===== src/design/grid_ray_caster_column_unit_macros.svh =====
// ----------------------------------------------------------------------------
// Grid ray caster column unit - assertion macros
// Concurrent check wrappers used at the end of the top level.
// ----------------------------------------------------------------------------
`ifndef GRID_RAY_CASTER_COLUMN_UNIT_MACROS_SVH
`define GRID_RAY_CASTER_COLUMN_UNIT_MACROS_SVH

`ifndef SYNTHESIS

// condition holds at every edge out of reset
`define GRCU_ASSERT(name, cond, msg) \
  name: assert property (@(posedge clk) disable iff (rst) (cond)) else $error(msg);

// pre at one edge implies post at the next
`define GRCU_ASSERT_NEXT(name, pre, post, msg) \
  name: assert property (@(posedge clk) disable iff (rst) (pre) |=> (post)) else $error(msg);

`else

`define GRCU_ASSERT(name, cond, msg)
`define GRCU_ASSERT_NEXT(name, pre, post, msg)

`endif

`endif


===== src/design/grcu_pkg.sv =====
// ----------------------------------------------------------------------------
// Grid ray caster column unit - package
// Shared constants, FSM states and divider request/response types.
// ----------------------------------------------------------------------------
package grcu_pkg;

  localparam int MAP_SIZE_DEF = 32;
  localparam int TEX_SHIFT    = 6;     // texture width 64
  localparam int DIV_W        = 64;
  localparam int DIST_MAX     = 4194303;
  localparam int TOFF_MAX     = 65535;

  // config register indexes
  localparam logic [3:0] REG_POS_X    = 4'd0;
  localparam logic [3:0] REG_POS_Y    = 4'd1;
  localparam logic [3:0] REG_DIR_X    = 4'd2;
  localparam logic [3:0] REG_DIR_Y    = 4'd3;
  localparam logic [3:0] REG_PLANE_X  = 4'd4;
  localparam logic [3:0] REG_PLANE_Y  = 4'd5;
  localparam logic [3:0] REG_SCREEN_W = 4'd6;
  localparam logic [3:0] REG_SCREEN_H = 4'd7;

  // request kinds on tuser
  localparam logic REQ_WRITE = 1'b0;
  localparam logic REQ_CAST  = 1'b1;

  typedef enum logic [3:0] {
    S_IDLE,
    S_CAM_DIV,
    S_RAY,
    S_INIT,
    S_STEP_MUL,
    S_STEP,
    S_TEST,
    S_DIST_DIV,
    S_V_MUL,
    S_V_ADD,
    S_MOD_DIV,
    S_TEX_DIV,
    S_L16_DIV,
    S_OUT
  } state_t;

  typedef struct packed {
    logic             start;
    logic [DIV_W-1:0] dividend;
    logic [DIV_W-1:0] divisor;
  } div_req_t;

  typedef struct packed {
    logic             busy;
    logic             done;
    logic [DIV_W-1:0] quot;
    logic [DIV_W-1:0] rem;
  } div_rsp_t;

endpackage


===== src/design/grcu_div.sv =====
// ----------------------------------------------------------------------------
// Grid ray caster column unit - divider
// Unsigned restoring divider, one quotient bit per cycle.
// ----------------------------------------------------------------------------
module grcu_div (
  input  logic              clk,
  input  logic              rst,
  input  grcu_pkg::div_req_t req,
  output grcu_pkg::div_rsp_t rsp
);

  localparam int W  = grcu_pkg::DIV_W;
  localparam int CNW = $clog2(W);

  logic [W-1:0]   quot;
  logic [W-1:0]   rem;
  logic [W-1:0]   dvsr;
  logic [CNW-1:0] cnt;
  logic           busy;
  logic           done;
  logic [W:0]     trial;
  logic           fits;

  assign trial = {rem, quot[W-1]};
  assign fits  = trial >= {1'b0, dvsr};

  always_ff @(posedge clk) begin
    if (rst) begin
      busy <= 1'b0;
      done <= 1'b0;
    end else begin
      done <= 1'b0;
      if (req.start) begin
        busy <= 1'b1;
      end else if (busy && cnt == CNW'(W - 1)) begin
        busy <= 1'b0;
        done <= 1'b1;
      end
    end
  end

  always_ff @(posedge clk) begin
    if (req.start) begin
      quot <= req.dividend;
      rem  <= '0;
      dvsr <= req.divisor;
      cnt  <= '0;
    end else if (busy) begin
      rem  <= fits ? W'(trial - {1'b0, dvsr}) : trial[W-1:0];
      quot <= {quot[W-2:0], fits};
      cnt  <= cnt + 1'b1;
    end
  end

  assign rsp.busy = busy;
  assign rsp.done = done;
  assign rsp.quot = quot;
  assign rsp.rem  = rem;

endmodule

===== config.mk =====
export PLATFORM = sky130hd
export DESIGN_NAME = grcu_div
export DESIGN_NICKNAME = d
export VERILOG_FILES = /design/src/design/grid_ray_caster_column_unit_macros.svh /design/src/design/grcu_pkg.sv /design/src/design/grcu_div.sv
export SDC_FILE = /design/constraint.sdc
export NUM_CORES = 1
export LEC_CHECK = 0
export ABC_AREA = 0
export BUFFER_PORTS_ARGS = -buffer_cell sky130_fd_sc_hd__buf_2
export CAP_MARGIN = 20
export CORE_MARGIN = 3
export CORE_UTILIZATION = 50
export CTS_CLUSTER_SIZE = 8
export DETAILED_ROUTE_END_ITERATION = 12
export MAX_ROUTING_LAYER = met4
export PLACE_DENSITY = 0.74
export SLEW_MARGIN = 40
export SYNTH_ARGS = -nofsm -noshare
export SYNTH_HDL_FRONTEND = slang
export SYNTH_SLANG_ARGS = --single-unit

===== constraint.sdc =====
create_clock -name clk -period 4 [get_ports clk]
set_clock_uncertainty 0.15 [all_clocks]
set_input_delay 0.2 -clock clk [delete_from_list [all_inputs] [get_ports clk]]
set_output_delay 0.2 -clock clk [all_outputs]
set_load 0.03 [all_outputs]

== Word level (Yosys, flattened, before mapping) ==
Index checks and enable logic that the tools add are counted.
Cells by class
  add/subtract/negate cells: 2
  shifts and indexed selects: 0
  bitwise operators: 0
  reductions and logical operators: 4
  mux-type cells: 6
  multipliers: 0
  order comparisons: 1
  div/mod/pow operators: 0
  eq/ne operators: 1
Operators with widths (number)
  64-bit 2-to-1 mux: 3
  65-bit by 64-bit greater-or-equal comparator with 1-bit output: 1
  64-bit subtractor: 1
  6-bit by 1-bit adder with 6-bit output, second input constant: 1
  6-bit == test, second input constant: 1
  2-bit nonzero test: 2
  1-bit 2-to-1 mux: 3
  2-bit OR reduction: 1
  1-bit logical AND: 1
Word-level totals
  memories kept: 0
  memory bits (read-only): 0
  latch bits: 0
  input port bits: 131
  logic and storage cells: 20
  output and inout port bits: 130
  flip-flop bits (word level): 200
  RAM bits: 0

== Depth between registers and ports, before layout ==
  word-level depth: 4
  depth in mapped cells: 15
  mapped depth without buffers: 14

== Worst setup path after synthesis ==
Ideal clock, no wire load.
  path type: register to register
  from: register rem[13]
  to: register rem[62]
  period minus slack after synthesis: 3.367 ns
  setup time: 0.103 ns
  buffers on the path: 1
  setup slack: 0.633 ns
  data arrival time: 3.113 ns
  data required time: 3.747 ns
  stages on the path, launching flop included: 14
  cells stage by stage: dfxtp_1 -> ha_1 -> buf_2 -> and4_1 -> and3_1 -> a41oi_1 -> a31oi_1 -> o211ai_1 -> nand2_1 -> o31a_2 -> a21oi_1 -> mux2_1 -> and3_1 -> a2111oi_2
On the way
  word-level cells in the longest chain between the ends: 2
  elaborated cells between the ends (all ways): 3
  those cells by class: add/sub (1); order compare (1); mux (1)
RTL lines
  start: declaration: line grcu_div.sv:16  | logic [W-1:0] rem;
  start signal: assignment: line grcu_div.sv:49  | rem <= fits ? W'(trial - {1'b0, dvsr}) : trial[W-1:0];
  64-bit subtractor / 65-bit by 64-bit greater-or-equal comparator with 1-bit output (equally long branches): line grcu_div.sv:49, grcu_div.sv:25
  64-bit 2-to-1 mux *: line grcu_div.sv:49
Mark *: on every way between the ends. The rest lies on a longest branch, timed or not.
A chain may end at the register's enable or synchronous reset.

== Worst setup path after layout ==
  from: register quot[63]
  to: register rem[62]
On the way
  word-level cells in the longest chain between the ends: 2
  elaborated cells between the ends (all ways): 3
  those cells by class: add/sub (1); order compare (1); mux (1)
RTL lines
  start: declaration: line grcu_div.sv:15  | logic [W-1:0] quot;
  start signal: assignment: line grcu_div.sv:44  | quot <= req.dividend;
  start signal: assignment: line grcu_div.sv:50  | quot <= {quot[W-2:0], fits};
  64-bit subtractor / 65-bit by 64-bit greater-or-equal comparator with 1-bit output (equally long branches): line grcu_div.sv:49, grcu_div.sv:25
  64-bit 2-to-1 mux *: line grcu_div.sv:49
Marks and branches as above.

==> load_flow_metrics.sql <==
INSERT INTO impl_metrics (metric_group, metric, value, unit) VALUES
('synth', 'synthFlopType', 'sky130_fd_sc_hd__edfxtp_1', ''),
('floorplan', 'die_height', '160', 'µm'),
('floorplan', 'std_cell_rows', '55', ''),
('worst_hold_path', 'whs_endpoint', 'rem[1]', ''),
('place', 'dpl.hpwl', '25.2', 'mm'),
('grt', 'number_of_antenna_violations_at_the_first_check_in_global_routing', '0', ''),
('worst_hold_path', 'timing.hold.worst.start', 'req[128]', ''),
('power', 'share_of_total_power_in_combinational_logic', '0.285', ''),
('finish', 'final_design_area_no_fill', '0.0153', 'mm²'),
('detailed_routing', 'vias', '10600', ''),
('power', 'seq_power_share', '0.413', ''),
('critical_path', 'crit-reg2reg-capture', 'rem[62]', ''),
('grt', 'track_usage', '0.283', ''),
('synth', 'yosys_warnings', '0', ''),
('synth', 'synth_adder_area_share', '0.0702', ''),
('finish', 'antenna-diode-count', '0', ''),
('critical_path', 'worst_ep_arrival_time', '3960', 'ps'),
('timing', 'setup_violations', '0', ''),
('synth', 'synth_xor_area_frac', '0.0450', ''),
('place', 'finalWeightedCongestion', '0.932', ''),
('cts', 'clock_latency', '450', 'ps'),
('synth', 'yosys-top-cells-count', 'sky130_fd_sc_hd__edfxtp_1, sky130_fd_sc_hd__nor2_1, sky130_fd_sc_hd__a21oi_1, sky130_fd_sc_hd__nand2_1, sky130_fd_sc_hd__inv_1', ''),
('synth', 'yosysUniqueCellTypes', '70', ''),
('worst_hold_path', 'timing.hold.worst.class', 'in -> reg', ''),
('power', 'power.share.switching', '0.354', ''),
('critical_path', 'startpoint_type', 'flip-flop', ''),
('run_status', 'outcome', 'finished, final reports clean', ''),
('timing', 'timing.final.max_slew_violations', '0', ''),
('worst_hold_path', 'holdPathStages', '2', ''),
('finish', 'final_net_count', '1757', ''),
('timing', 'max_slew.worst_pin.slew', '816', 'ps'),
('grt', 'grt_pass1_vias', '10500', ''),
('timing', 'timing.fmax', '266', 'MHz'),
('timing', 'timing.setup.tns', '0', 'ps'),
('detailed_routing', 'avgViaCountPerCell', '5.64', ''),
('synth', 'netlist_area', '0.0119', 'mm²'),
('synth', 'yosys_reg_bits', '200', ''),
('critical_path', 'ff2ff_path_depth', '14', ''),
('place', 'dpl-instance-area', '0.0134', 'mm²'),
('synth', 'yosys.area_share.simple', '0.125', ''),
('detailed_routing', 'route.detailed.wl_per_inst', '19.0', 'µm'),
('detailed_routing', 'detailedRoute.firstPassIterationCount', '5', ''),
('synth', 'post-synth-top-count-cell', 'sky130_fd_sc_hd__edfxtp_1', ''),
('detailed_routing', 'drt_total_wl', '35.8', 'mm'),
('synth', 'synth_top_family_by_area', 'compound AO/OA/AOI/OAI gates', ''),
('timing', 'rsz0062_at_grt', 'false', ''),
('critical_path', 'r2r_setup_slack', '240', 'ps'),
('synth', 'synth_area_in_compound_gates', '0.181', ''),
('timing', 'hold_violations', '0', ''),
('cts', 'clock_tree.htree_level_count', '4', ''),
('grt', 'wire_length_of_the_first_global_routing_pass', '56.4', 'mm'),
('detailed_routing', 'detail_route.drc_violations', '0', ''),
('detailed_routing', 'drt-initial-drc-count', '883', ''),
('run', 'maxCapViolCount', '0', ''),
('synth', 'synth_enable_flop_cells', '128', ''),
('cts', 'tritoncts', 'done', ''),
('synth', 'synthMuxAreaShare', '0.0796', ''),
('grt', 'grt_start_max_net_pins', '66', ''),
('critical_path', 'critical_setup_path_class', 'reg -> reg', ''),
('power', 'leakage', '6.73', 'nW'),
('finish', 'syn_to_final_growth', '28.8', '%'),
('synth', 'synthArstFlopShare', '0', ''),
('critical_path', 'cp-end-kind', 'flip-flop', ''),
('power', 'share_clk_of_total_power', '0.303', ''),
('floorplan', 'die_width', '160', 'µm'),
('synth', 'synth.net_count', '1412', ''),
('cts', 'root_buffer', 'sky130_fd_sc_hd__clkbuf_16', ''),
('power', 'p_int', '3.93', 'mW'),
('floorplan', 'pin_count', '261', ''),
('timing', 'relSlewSlack', '0.456', ''),
('power', 'powerDensity', '398', 'mW/mm²');
[layout by cell type (no fill, tap or decap), types with 4 or more instances in the layout]
master                          instances
sky130_fd_sc_hd__nand3_1               21
sky130_fd_sc_hd__nor4_1                 6
sky130_fd_sc_hd__edfxtp_1             128
sky130_fd_sc_hd__clkinv_8               7
sky130_fd_sc_hd__dlygate4sd3_1        129
sky130_fd_sc_hd__nand2b_1               8
sky130_fd_sc_hd__a41oi_1                4
sky130_fd_sc_hd__mux2i_1               19
sky130_fd_sc_hd__or3_1                  4
sky130_fd_sc_hd__nor2_1               117
sky130_fd_sc_hd__and3_1                 8
sky130_fd_sc_hd__a31oi_1               10
sky130_fd_sc_hd__o21ai_1               22
sky130_fd_sc_hd__o211ai_1               4
sky130_fd_sc_hd__mux2_2                65
sky130_fd_sc_hd__nand4_1               22
sky130_fd_sc_hd__a211oi_1              40
sky130_fd_sc_hd__o31ai_1                5
sky130_fd_sc_hd__nor2b_1                8
sky130_fd_sc_hd__nor3b_1                5
sky130_fd_sc_hd__xor2_1                34
sky130_fd_sc_hd__o21ai_0               39
sky130_fd_sc_hd__buf_2                259
sky130_fd_sc_hd__nor3_1                13
sky130_fd_sc_hd__nand2_1               81
sky130_fd_sc_hd__inv_1                 75
sky130_fd_sc_hd__and4_1                 6
sky130_fd_sc_hd__ha_1                  65
sky130_fd_sc_hd__xnor2_1               27
sky130_fd_sc_hd__a21o_1                38
sky130_fd_sc_hd__a32oi_1               15
sky130_fd_sc_hd__buf_4                 15
sky130_fd_sc_hd__a21oi_1              110
sky130_fd_sc_hd__inv_8                  4
sky130_fd_sc_hd__dfxtp_1               71
sky130_fd_sc_hd__clkbuf_16             17
sky130_fd_sc_hd__o21bai_1              14
[through the flow]
stage	std cells	setup slack [ps]	hold slack, ps	util
2_1_floorplan	1215	633	122	-
3_3_place_gp	1725	144	223	0.581
4_1_cts	1886	40.2	23.6	0.665
6_report	1886	236	47.6	0.665
3_5_place_dp	1725	103	224	0.581
5_1_grt	1886	51.6	46.8	0.665
[registers in the layout, indices dropped and copies added (netlist names)]
register  cells
busy          1
rem          64
dvsr         64
cnt           6
quot         64
done          1
[worst max-delay path by stage]
stage / cells after the start / endpoint / from / slack [ps]
2_1_floorplan: 13 / rem[62] / rem[13] / 630
3_3_place_gp: 14 / rem[60] / quot[63] / 140
3_5_place_dp: 14 / rem[60] / quot[63] / 100
4_1_cts: 14 / rem[60] / quot[63] / 40
5_1_grt: 14 / rem[62] / quot[63] / 50
6_report: 14 / rem[62] / quot[63] / 240
[critical path, cell delays in order, from the launching register on]
cell and delay (ps):
sky130_fd_sc_hd__edfxtp_1 400, sky130_fd_sc_hd__inv_1 60, sky130_fd_sc_hd__ha_1 210, sky130_fd_sc_hd__fa_1 390, sky130_fd_sc_hd__nor2b_1 240, sky130_fd_sc_hd__o31ai_1 150
sky130_fd_sc_hd__a211o_1 310, sky130_fd_sc_hd__a31oi_1 410, sky130_fd_sc_hd__o211ai_1 200, sky130_fd_sc_hd__nand2_1 150, sky130_fd_sc_hd__o31a_2 200, sky130_fd_sc_hd__a21oi_1 100
sky130_fd_sc_hd__mux2_1 310, sky130_fd_sc_hd__and3_1 190, sky130_fd_sc_hd__a2111oi_2 200
[metal layers]
layer / global-route usage / vias to the layer above / wire [µm]
li1: - / 5130 / -
met1: 0.361 / 4989 / 15000
met2: 0.447 / 460 / 16700
met3: 0.0604 / 65 / 2810
met4: 0.104 / 0 / 1310
met5: - / - / 0
[power by group through the flow]
stage / clock [mW] / sequential [mW] / combinational (mW)
detailed placement: 0 / 2.55 / 1.60
global placement: 0 / 2.54 / 1.59
CTS: 1.87 / 2.50 / 1.71
floorplan: 0 / 2.76 / 0.925
finish: 1.84 / 2.51 / 1.73
global route: 1.95 / 2.53 / 1.88
[area by class of cell]
class	instances	area, µm²	share of cell area
Clock buffer	17	425	0.0278
Clock inverter	15	213	0.0139
Inverter	77	289	0.0189
Multi-Input combinational cell	859	5960	0.390
Sequential cell	200	5290	0.346
Tap cell	313	392	0.0256
Timing Repair Buffer	405	2730	0.179
[timing repair]
item | 4_1_cts | 5_1_grt
resized for setup | 0 | 2
hold endpoints to repair | 130 | 0
setup buffers | 0 | 0
setup endpoints to repair | 0 | 6
hold buffers | 129 | 0
[logic make-up (layout without fill, tap and decap cells)]
logic type	after synthesis	after routing
xor+xnor	61	61
fa+ha+maj	66	66
simple gates	315	315
mux	86	86
buf+inv	156	514
flops	200	200
compound gates	331	331
No activity file was read; power rests on OpenSTA's default activity.
